$ cat src/sv/spll_pkg.sv
// spll_pkg: shared constants and types for the SPI length-prefixed packet link
// no dependencies; used by the top level and its port checker
`timescale 1ns / 1ps

package spll_pkg;

    localparam int FIFO_DEPTH_DEF = 64;

    localparam int BYTE_W        = 8;
    localparam int OP_W          = 2;
    localparam int LEVEL_W       = 7;
    localparam int S_TDATA_W     = 8;
    localparam int S_TUSER_W     = 2;
    localparam int M_TDATA_W     = 32;

    localparam logic [OP_W-1:0] OP_ENQUEUE = 2'd0;
    localparam logic [OP_W-1:0] OP_READY   = 2'd1;
    localparam logic [OP_W-1:0] OP_RX_BYTE = 2'd2;

    localparam logic [1:0] POS_IDLE    = 2'd0;
    localparam logic [1:0] POS_LENGTH  = 2'd1;
    localparam logic [1:0] POS_PAYLOAD = 2'd2;

    typedef struct packed {
        logic [LEVEL_W-1:0] queue_level;
        logic               enqueue_dropped;
        logic               packet_done;
        logic               request_on;
        logic [BYTE_W-1:0]  rx_byte;
        logic               rx_valid;
        logic [BYTE_W-1:0]  tx_byte;
        logic               tx_valid;
    } result_t;

    localparam int RESULT_W = $bits(result_t);

endpackage

$ cat src/sv/spi_length_prefixed_packet_link.sv
// Master side of a length-prefixed SPI packet link: every input beat (enqueue,
// peer ready or received SPI byte) yields exactly one registered result beat, and
// a new beat is taken on every clock unless the skid stage is full. The result
// leaves through an output register backed by a one-entry skid stage, so
// s_tready only drops after two results are left waiting on m_tready. The
// transmit FIFO lives in a memory with a registered read port; the head byte
// and the byte after it are kept in registers, so a pop never waits on the read port.
// The FIFO needs no clearing after reset. Depends on spll_pkg.
`timescale 1ns / 1ps

module spi_length_prefixed_packet_link
    import spll_pkg::*;
#(
    parameter int FIFO_DEPTH = FIFO_DEPTH_DEF
) (
    input  logic                  aclk,
    input  logic                  aresetn,
    input  logic                  s_tvalid,
    output logic                  s_tready,
    input  logic [S_TDATA_W-1:0]  s_tdata,   // data_byte[7:0]
    input  logic [S_TUSER_W-1:0]  s_tuser,   // operation[1:0]
    output logic                  m_tvalid,
    input  logic                  m_tready,
    // tx_valid[0], tx_byte[8:1], rx_valid[9], rx_byte[17:10], request_on[18],
    // packet_done[19], enqueue_dropped[20], queue_level[27:21], zeros above
    output logic [M_TDATA_W-1:0]  m_tdata
);

    localparam int PTR_W = (FIFO_DEPTH > 1) ? $clog2(FIFO_DEPTH) : 1;
    localparam int CNT_W = $clog2(FIFO_DEPTH + 1);
    localparam int CMP_W = (CNT_W > BYTE_W) ? CNT_W : BYTE_W;

    function automatic logic [PTR_W-1:0] ptr_inc(input logic [PTR_W-1:0] p);
        logic [PTR_W-1:0] r;
        if (p == PTR_W'(FIFO_DEPTH - 1)) begin
            r = '0;
        end else begin
            r = p + 1'b1;
        end
        return r;
    endfunction

    // fifo storage and pointers
    logic [BYTE_W-1:0] mem [FIFO_DEPTH];
    logic [PTR_W-1:0]  head_reg, head_next;
    logic [PTR_W-1:0]  tail_reg, tail_next;
    logic [CNT_W-1:0]  count_reg, count_next;
    logic [BYTE_W-1:0] head_val_reg, head_val_next;
    logic [BYTE_W-1:0] second_val_reg;
    logic [PTR_W-1:0]  rd_addr;

    // link state
    logic [1:0]        pos_reg, pos_next;
    logic [BYTE_W-1:0] in_left_reg, in_left_next;
    logic [BYTE_W-1:0] out_left_reg, out_left_next;
    logic              req_reg, req_next;

    // output register and skid stage
    logic              out_valid_reg, skid_valid_reg;
    result_t           out_reg, skid_reg;
    result_t           res;

    logic              accept, take;
    logic              push, pop, drive;
    logic [1:0]        drv_pos;
    logic [BYTE_W-1:0] data_byte;
    logic [OP_W-1:0]   operation;

    assign data_byte = s_tdata[BYTE_W-1:0];
    assign operation = s_tuser[OP_W-1:0];
    assign s_tready  = !skid_valid_reg;
    assign accept    = s_tvalid && s_tready;
    assign take      = out_valid_reg && m_tready;

    always_comb begin
        res           = '0;
        push          = 1'b0;
        pop           = 1'b0;
        drive         = 1'b0;
        drv_pos       = pos_reg;
        pos_next      = pos_reg;
        in_left_next  = in_left_reg;
        out_left_next = out_left_reg;
        req_next      = req_reg;

        case (operation)
            OP_ENQUEUE: begin
                if (count_reg == CNT_W'(FIFO_DEPTH)) begin
                    res.enqueue_dropped = 1'b1;
                end else begin
                    push = 1'b1;
                end
            end
            OP_READY: begin
                req_next = 1'b1;
                drive    = 1'b1;
            end
            OP_RX_BYTE: begin
                if (pos_reg == POS_LENGTH) begin
                    in_left_next = data_byte;
                    if (data_byte != '0) begin
                        res.rx_valid = 1'b1;
                        res.rx_byte  = data_byte;
                    end
                end else if (pos_reg == POS_PAYLOAD && in_left_reg != '0) begin
                    res.rx_valid = 1'b1;
                    res.rx_byte  = data_byte;
                    in_left_next = in_left_reg - 1'b1;
                end
                if (in_left_next != '0 || out_left_reg != '0 || pos_reg == POS_IDLE) begin
                    if (pos_reg != POS_PAYLOAD) begin
                        pos_next = pos_reg + 1'b1;
                    end
                    drv_pos = pos_next;
                    drive   = 1'b1;
                end else begin
                    pos_next        = POS_IDLE;
                    in_left_next    = '0;
                    out_left_next   = '0;
                    req_next        = 1'b0;
                    res.packet_done = 1'b1;
                end
            end
            default: begin
            end
        endcase

        // next byte onto the wire: length, payload or filler
        if (drive) begin
            res.tx_valid = 1'b1;
            if (drv_pos == POS_IDLE && count_reg != '0
                    && CMP_W'(head_val_reg) < CMP_W'(count_reg)) begin
                pop           = 1'b1;
                out_left_next = head_val_reg;
                res.tx_byte   = head_val_reg;
            end else if (out_left_reg != '0) begin
                out_left_next = out_left_reg - 1'b1;
                if (count_reg != '0) begin
                    pop         = 1'b1;
                    res.tx_byte = head_val_reg;
                end
            end
        end

        res.request_on = req_next;
    end

    always_comb begin
        head_next     = head_reg;
        tail_next     = tail_reg;
        count_next    = count_reg;
        head_val_next = head_val_reg;
        if (accept && push) begin
            tail_next  = ptr_inc(tail_reg);
            count_next = count_reg + 1'b1;
            if (count_reg == '0) begin
                head_val_next = data_byte;
            end
        end else if (accept && pop) begin
            head_next     = ptr_inc(head_reg);
            count_next    = count_reg - 1'b1;
            head_val_next = second_val_reg;
        end
        rd_addr = ptr_inc(head_next);
    end

    // memory with registered read of the entry behind the head
    always_ff @(posedge aclk) begin
        if (accept && push) begin
            mem[tail_reg] <= data_byte;
        end
        if (accept && push && tail_reg == rd_addr) begin
            second_val_reg <= data_byte;
        end else begin
            second_val_reg <= mem[rd_addr];
        end
        head_val_reg <= head_val_next;
    end

    always_ff @(posedge aclk) begin
        if (!aresetn) begin
            head_reg     <= '0;
            tail_reg     <= '0;
            count_reg    <= '0;
            pos_reg      <= POS_IDLE;
            in_left_reg  <= '0;
            out_left_reg <= '0;
            req_reg      <= 1'b0;
        end else begin
            head_reg  <= head_next;
            tail_reg  <= tail_next;
            count_reg <= count_next;
            if (accept) begin
                pos_reg      <= pos_next;
                in_left_reg  <= in_left_next;
                out_left_reg <= out_left_next;
                req_reg      <= req_next;
            end
        end
    end

    // result beat with queue level after the step
    result_t res_full;
    always_comb begin
        res_full             = res;
        res_full.queue_level = LEVEL_W'(count_next);
    end

    always_ff @(posedge aclk) begin
        if (!aresetn) begin
            out_valid_reg  <= 1'b0;
            skid_valid_reg <= 1'b0;
        end else if (accept) begin
            if (!out_valid_reg || take) begin
                out_valid_reg <= 1'b1;
            end else begin
                skid_valid_reg <= 1'b1;
            end
        end else if (take) begin
            out_valid_reg  <= skid_valid_reg;
            skid_valid_reg <= 1'b0;
        end
    end

    always_ff @(posedge aclk) begin
        if (accept) begin
            if (!out_valid_reg || take) begin
                out_reg <= res_full;
            end else begin
                skid_reg <= res_full;
            end
        end else if (take && skid_valid_reg) begin
            out_reg <= skid_reg;
        end
    end

    assign m_tvalid = out_valid_reg;
    assign m_tdata  = M_TDATA_W'(out_reg);

endmodule

$ cat config.mk
export PLATFORM = sky130hd
export DESIGN_NAME = spi_length_prefixed_packet_link
export DESIGN_NICKNAME = d
export VERILOG_FILES = /design/src/sv/spll_pkg.sv /design/src/sv/spi_length_prefixed_packet_link.sv
export SDC_FILE = /design/constraint.sdc
export NUM_CORES = 1
export LEC_CHECK = 0
export ABC_AREA = 0
export BUFFER_PORTS_ARGS = -buffer_cell sky130_fd_sc_hd__buf_2
export CORE_ASPECT_RATIO = 0.8
export CORE_MARGIN = 4
export CORE_UTILIZATION = 51
export CTS_CLUSTER_DIAMETER = 40
export DETAILED_ROUTE_END_ITERATION = 8
export PLACE_DENSITY_LB_ADDON = 0.05
export SETUP_SLACK_MARGIN = 0.4
export SLEW_MARGIN = 20
export SYNTH_ARGS = -nofsm -noshare
export SYNTH_HDL_FRONTEND = slang
export SYNTH_SLANG_ARGS = --single-unit
$ cat constraint.sdc
create_clock -name aclk -period 8.15 [get_ports aclk]
set_input_delay 0.4075 -clock aclk [delete_from_list [all_inputs] [get_ports aclk]]
set_output_delay 0.4075 -clock aclk [all_outputs]
set_load 0.005 [all_outputs]
==> Yosys cells after proc, flatten, opt, wreduce, memory -nomap -nowiden <==
Memories as Yosys holds them, arrays and structs flattened. A register that Yosys moved wholly into a read port is not among the register bits.
Index checks and enable logic that the tools add are counted.
{ "totals": {"memories": 1, "ram_bits": 512, "output_inout_bits": 34, "word_cells": 136, "regBits": 104} }
{ "op_classes": {"n_reduce_logical": 31, "muxes": 56, "eq_ne": 12, "add_sub_neg": 8, "magnitude_cmp": 1, "bitwise": 1} }
{ "mem_list": {"columns": ["name", "words", "width", "read_ports", "rd_ports_with_merged_regs", "wr", "line_no", "rtl"], "rows": [
  ["mem", 64, 8, 1, 1, 1, "spi_length_prefixed_packet_link.sv:44", "logic [BYTE_W-1:0] mem [FIFO_DEPTH];"]
]} }
{ "ops": {"columns": ["op", "count"], "rows": [
  ["2-to-1 mux 8 bit", 15],
  ["2-to-1 mux 28 bit", 3],
  ["2-to-1 mux 9 bit", 5],
  ["nonzero test 8 bit", 4],
  ["2-to-1 mux 6 bit", 5],
  ["2-to-1 mux 1 bit", 20],
  ["adder 6 x 1 -> 6 bit, second input constant", 3],
  ["== test 6 bit, second input constant", 3],
  ["subtractor 8 x 1 -> 8 bit, second input constant", 2],
  ["2-to-1 mux 7 bit", 2],
  ["AND reduction 2 bit", 6],
  ["logical AND 1 bit", 8],
  ["less-than comparator 8 x 7 -> 1 bit", 1],
  ["2-to-1 mux 2 bit", 4],
  ["adder 7 x 1 -> 7 bit, second input constant", 1],
  ["== test 7 bit, second input constant", 1],
  ["zero test 7 bit", 1],
  ["nonzero test 7 bit", 1],
  ["subtractor 7 x 1 -> 7 bit, second input constant", 1],
  ["zero test 2 bit", 3],
  ["nonzero test 2 bit", 3],
  ["== test 2 x 1 -> 1 bit, second input constant", 2],
  ["== test 2 bit, second input constant", 2],
  ["!= test 2 x 1 -> 1 bit, second input constant", 2],
  ["6 further kinds", 11]
]} }

==> Logic depth before layout (Yosys ltp) <==
{ "logic_depth": {"word_depth": 20, "mapped_depth": 16, "mapped_depth_nobuf": 14} }

==> Worst setup path before layout <==
OpenSTA, ideal clock, no wires.
{ "synth_timing": {"kind": "reg-to-reg", "startpoint": "register in_left_reg[0]", "endpoint": "register with a tool-made name", "setup_time_ps": 78, "path_stages_with_launch": 17, "path_slack_ps": 4453, "arrival_time_ps": 3619, "required_time_ps": 8072, "synth_period_minus_slack_ps": 3697, "path_cell_list": "dfxtp_1 -> buf_2 -> inv_1 -> ha_1 -> nor4b_4 -> a21boi_2 -> o311a_4 -> nor4_1 -> a21oi_1 -> nor4_2 -> buf_6 -> mux2_2 -> ha_1 -> nand3_1 -> a2bb2oi_1 -> nor4b_2 -> nor3_1"} }
{ "synth_rtl": {"columns": ["item", "line_no", "rtl"], "rows": [
  ["from (decl)", "spi_length_prefixed_packet_link.sv:54", "logic [BYTE_W-1:0] in_left_reg, in_left_next;"],
  ["from (signal assigned)", "spi_length_prefixed_packet_link.sv:195", "in_left_reg <= in_left_next;"]
]} }

==> Worst setup path in the final report <==
{ "layout_timing": {"startpoint": "register pos_reg[1]", "endpoint": "register out_left_reg[5]"} }
{ "layout_via": {"elab_chain_cells": 15, "elab_cells_between_ends": 25, "classes_between": "add/sub: 1; eq/ne: 3; mux: 13; reduce/logical: 8"} }
{ "layout_lines": {"columns": ["item", "line_no", "rtl"], "rows": [
  ["from (decl)", "spi_length_prefixed_packet_link.sv:53", "logic [1:0] pos_reg, pos_next;"],
  ["from (signal assigned)", "spi_length_prefixed_packet_link.sv:194", "pos_reg <= pos_next;"],
  ["== test 2 bit", "spi_length_prefixed_packet_link.sv:105", "end else if (pos_reg == POS_PAYLOAD && in_left_reg != '0) begin"],
  ["logical AND 1 bit", "spi_length_prefixed_packet_link.sv:105", null],
  ["2-to-1 mux 8 bit", "spi_length_prefixed_packet_link.sv:105", null],
  ["2-to-1 mux 8 bit", "spi_length_prefixed_packet_link.sv:99", "if (pos_reg == POS_LENGTH) begin"],
  ["2-to-1 mux 8 bit", "spi_length_prefixed_packet_link.sv:86", "case (operation)"],
  ["nonzero test 8 bit", "spi_length_prefixed_packet_link.sv:110", "if (in_left_next != '0 || out_left_reg != '0 || pos_reg == POS_IDLE) begin"],
  ["logical OR 1 bit (2 in series)", "spi_length_prefixed_packet_link.sv:110", null],
  ["2-to-1 mux 2 bit", "spi_length_prefixed_packet_link.sv:110", null],
  ["2-to-1 mux 2 bit", "spi_length_prefixed_packet_link.sv:86", null],
  ["zero test 2 bit", "spi_length_prefixed_packet_link.sv:131", "if (drv_pos == POS_IDLE && count_reg != '0"],
  ["logical AND 1 bit", "spi_length_prefixed_packet_link.sv:131", null],
  ["logical AND 1 bit", "spi_length_prefixed_packet_link.sv:132", "&& CMP_W'(head_val_reg) < CMP_W'(count_reg)) begin"],
  ["2-to-1 mux 8 bit", "spi_length_prefixed_packet_link.sv:131", null],
  ["2-to-1 mux 8 bit *", "spi_length_prefixed_packet_link.sv:129", "if (drive) begin"],
  ["to (signal assigned)", "spi_length_prefixed_packet_link.sv:196", "out_left_reg <= out_left_next;"],
  ["to (decl)", "spi_length_prefixed_packet_link.sv:55", "logic [BYTE_W-1:0] out_left_reg, out_left_next;"]
]} }
Every way passes the cells marked *; elsewhere a longest branch is shown, timed or not. The select of a mux whose other input is x is not followed.
A chain may end at the register's enable or synchronous reset.

==> metrics.cfg <==
[grt]
grt_usage_pct = 22.3
grt_pass1_wl_um = 88100
grt_antenna_before_repair = 0
overflow = 0
first_global_vias = 13100
grt_max_degree = 89

[cts]
insertion_delay_ns = 0.61
cts_tree = yes
cts_htree_levels = 3
clockBufferDepth = 3
postCtsResizedCells = 0
cts_setup_buffers = 0
root_buffer = clkbuf_16
clock-sinks = 622
hold_buffers = 0
numCtsBuffers = 74
clk_pin_slew_ns = 0.06

[route]
drt-total-wl_um = 59000
dr.pass1.iters = 5
drcViolationCount = 0
drt_iter0_drc = 1303
vias = 13100
drt-wirelength-per-cell_um = 27.0
drt-vias-per-instance = 5.98
postRouteAntennaNets = 0

[layout]
nFillCells = 3663
antenna-diode-count = 0
instances_no_fill = 2186
area_growth_pct = 12.9
nets = 1485
largest_register_ffs = 512
drive_gt1_share_pct = 26.1

[floorplanning]
ioPinCount = 48
start_util_pct = 51.6
die_height_um = 208
dieArea_mm2 = 0.0538
die_x_um = 258
core-area_mm2 = 0.0496
std_cell_rows = 73

[synthesis]
yosysTopAreaCellShare_pct = 67.6
synth.largest_area_cell = edfxtp_1
synth_edf_count = 576
yosys-top-cells-count = edfxtp_1 (576), mux4_2 (168), nor2_1 (98)
netlist_area_mm2 = 0.0256
ys_ff_latch = 622
yosysWarnings = 0
async_reset_ff_share_pct = 0
synthTopCellsByArea = edfxtp_1 (68%), mux4_2 (15%), dfxtp_1 (3.6%)
synth.avg_cell_area_um2 = 18.4
synth-main-ff-cell = edfxtp_1
synth_cells = 1387
synth_most_common_cell = edfxtp_1
synth_seq_area_share_pct = 71.2
yosysUniqueCellTypes = 75

[sta]
rsz0062_at_grt = false
fmax_mhz = 214
skew_ns = 0.0200
setup_tns_ns = 0
holdWs_ns = 0.0609
setup_violations = 0
max_slew.worst_pin.slew_ns = 1.08
slew-limit-headroom_pct = 27.2
period_minus_slack_ns = 4.67
worst_slack_ns = 3.48
hold_viol_final = 0
slew_viol_final = 0
period_share_pct = 57.3

[critical_path]
max_stage_delay_ns = 0.97
r2r_setup_slack_ns = 3.48
cp-end-kind = flop
cp_max_fo = 26
path_common_cell = inv_1
start_kind = flop
cp_cell_sequence = inv_1 > ha_1 > inv_1 > nor4_1 > a211o_1 > o211ai_2 > nor4_2 > o31a_1 > o21ai_0 > a21oi_1 > o22ai_1
worst-path-buf-inv = 2
crit_arrival_ns = 5.14
cpMaxStageDelayCell = nor4_2
required_ns = 8.63
path_class = flop to flop
cp_top_family = compound AO/OA/AOI/OAI gates

[job]
max_cap_viol_count = 0

[power]
power_density_mw_per_mm2 = 238
cellLeakagePower_nw = 9.28
max-vdd-ir-drop_mv = 0.177
power_mw = 6.87

[worst_hold_path]
holdCritPathClass = input pin to flop

[place]
io_buffers = 43
placed_cells = 2050
dp_hpwl_um = 35800
place_ws_ns = 3.33
place_congestion = 0.829

[outcome]
status = completed

[final cells by class]
class	count	area (µm²)	area share, %
inverter	28	105	0.364
clock buffer	86	1920	6.65
multi-input combinational	667	6970	24.2
timing repair buffer	58	340	1.18
sequential	622	18200	63.2
tap	675	845	2.93
clock inverter	50	454	1.57
[cells by family after synthesis]
logic type,Yosys count,share of synthesized area [%]
compound gates,116,3.28
xor+xnor,19,0.651
fa+ha+maj,20,0.979
buf+inv,101,1.60
flops,622,71.2
mux,199,16.1
other cells,1,0.0147
simple gates,309,6.10
[layout by cell type (no fill, tap or decap), types with 5 or more instances in the layout]
cell type / Yosys / layout
edfxtp_1: 576 / 576
clkinv_2: 0 / 6
nand3_1: 10 / 10
inv_6: 0 / 12
and3_1: 16 / 16
and2_1: 30 / 30
o21a_1: 7 / 7
xnor2_1: 13 / 13
clkinvlp_4: 0 / 7
nor2_1: 98 / 98
nor2b_1: 10 / 9
mux4_2: 168 / 168
clkinv_1: 0 / 10
xor2_1: 6 / 6
clkinv_4: 0 / 6
buf_2: 6 / 43
nand2_1: 78 / 78
nor3_1: 16 / 16
dfxtp_1: 46 / 43
inv_1: 28 / 28
ha_1: 20 / 20
a21boi_0: 7 / 7
nor3b_1: 5 / 5
clkbuf_16: 0 / 75
a22oi_1: 5 / 5
mux2_2: 27 / 27
o21ai_0: 23 / 23
buf_4: 4 / 14
nor4_1: 11 / 11
or3_1: 5 / 5
a21oi_1: 26 / 25
clkbuf_1: 44 / 11
[worst reg2reg max path, cell delays in order (launching register included)]
cell	delay, ns
dfxtp_1	0.34
inv_1	0.10
ha_1	0.71
inv_1	0.23
nor4_1	0.43
a211o_1	0.20
o211ai_2	0.20
nor4_2	0.98
o31a_1	0.69
o21ai_0	0.18
a21oi_1	0.35
o22ai_1	0.14
[where the power goes]
part,internal [mW],switching [mW]
clock,1.83,1.35
combinational,0.0535,0.127
sequential,3.51,0.0123
total,5.39,1.49
[through the flow]
| stage | util (%) | cell area, µm² |
|---|---|---|
| 2_1_floorplan | - | 25600 |
| 3_3_place_gp | 53.4 | 26500 |
| 3_5_place_dp | 53.4 | 26500 |
| 4_1_cts | 58.2 | 28900 |
| 5_1_grt | 58.2 | 28900 |
| 6_report | 58.2 | 28900 |
[final timing paths]
check,cells past startpoint,end,startpoint
max,11,out_left_reg[5]$_SDFFE_PN0P_,pos_reg[1]$_SDFFE_PN0P_
min,3,skid_valid_reg$_SDFFE_PN0P_,s_tvalid
max reg2reg,11,out_left_reg[5]$_SDFFE_PN0P_,pos_reg[1]$_SDFFE_PN0P_
min reg2reg,2,out_left_reg[7]$_SDFFE_PN0P_,out_left_reg[7]$_SDFFE_PN0P_
[routing by layer]
metal	GRT usage (%)	vias to the layer above	share of wire, %
li1	-	5716	-
met1	35.0	6855	46
met2	31.0	413	44
met3	6.18	80	7.8
met4	6.07	0	2.1
met5	0	-	0
(Power assumes the default switching activity.)
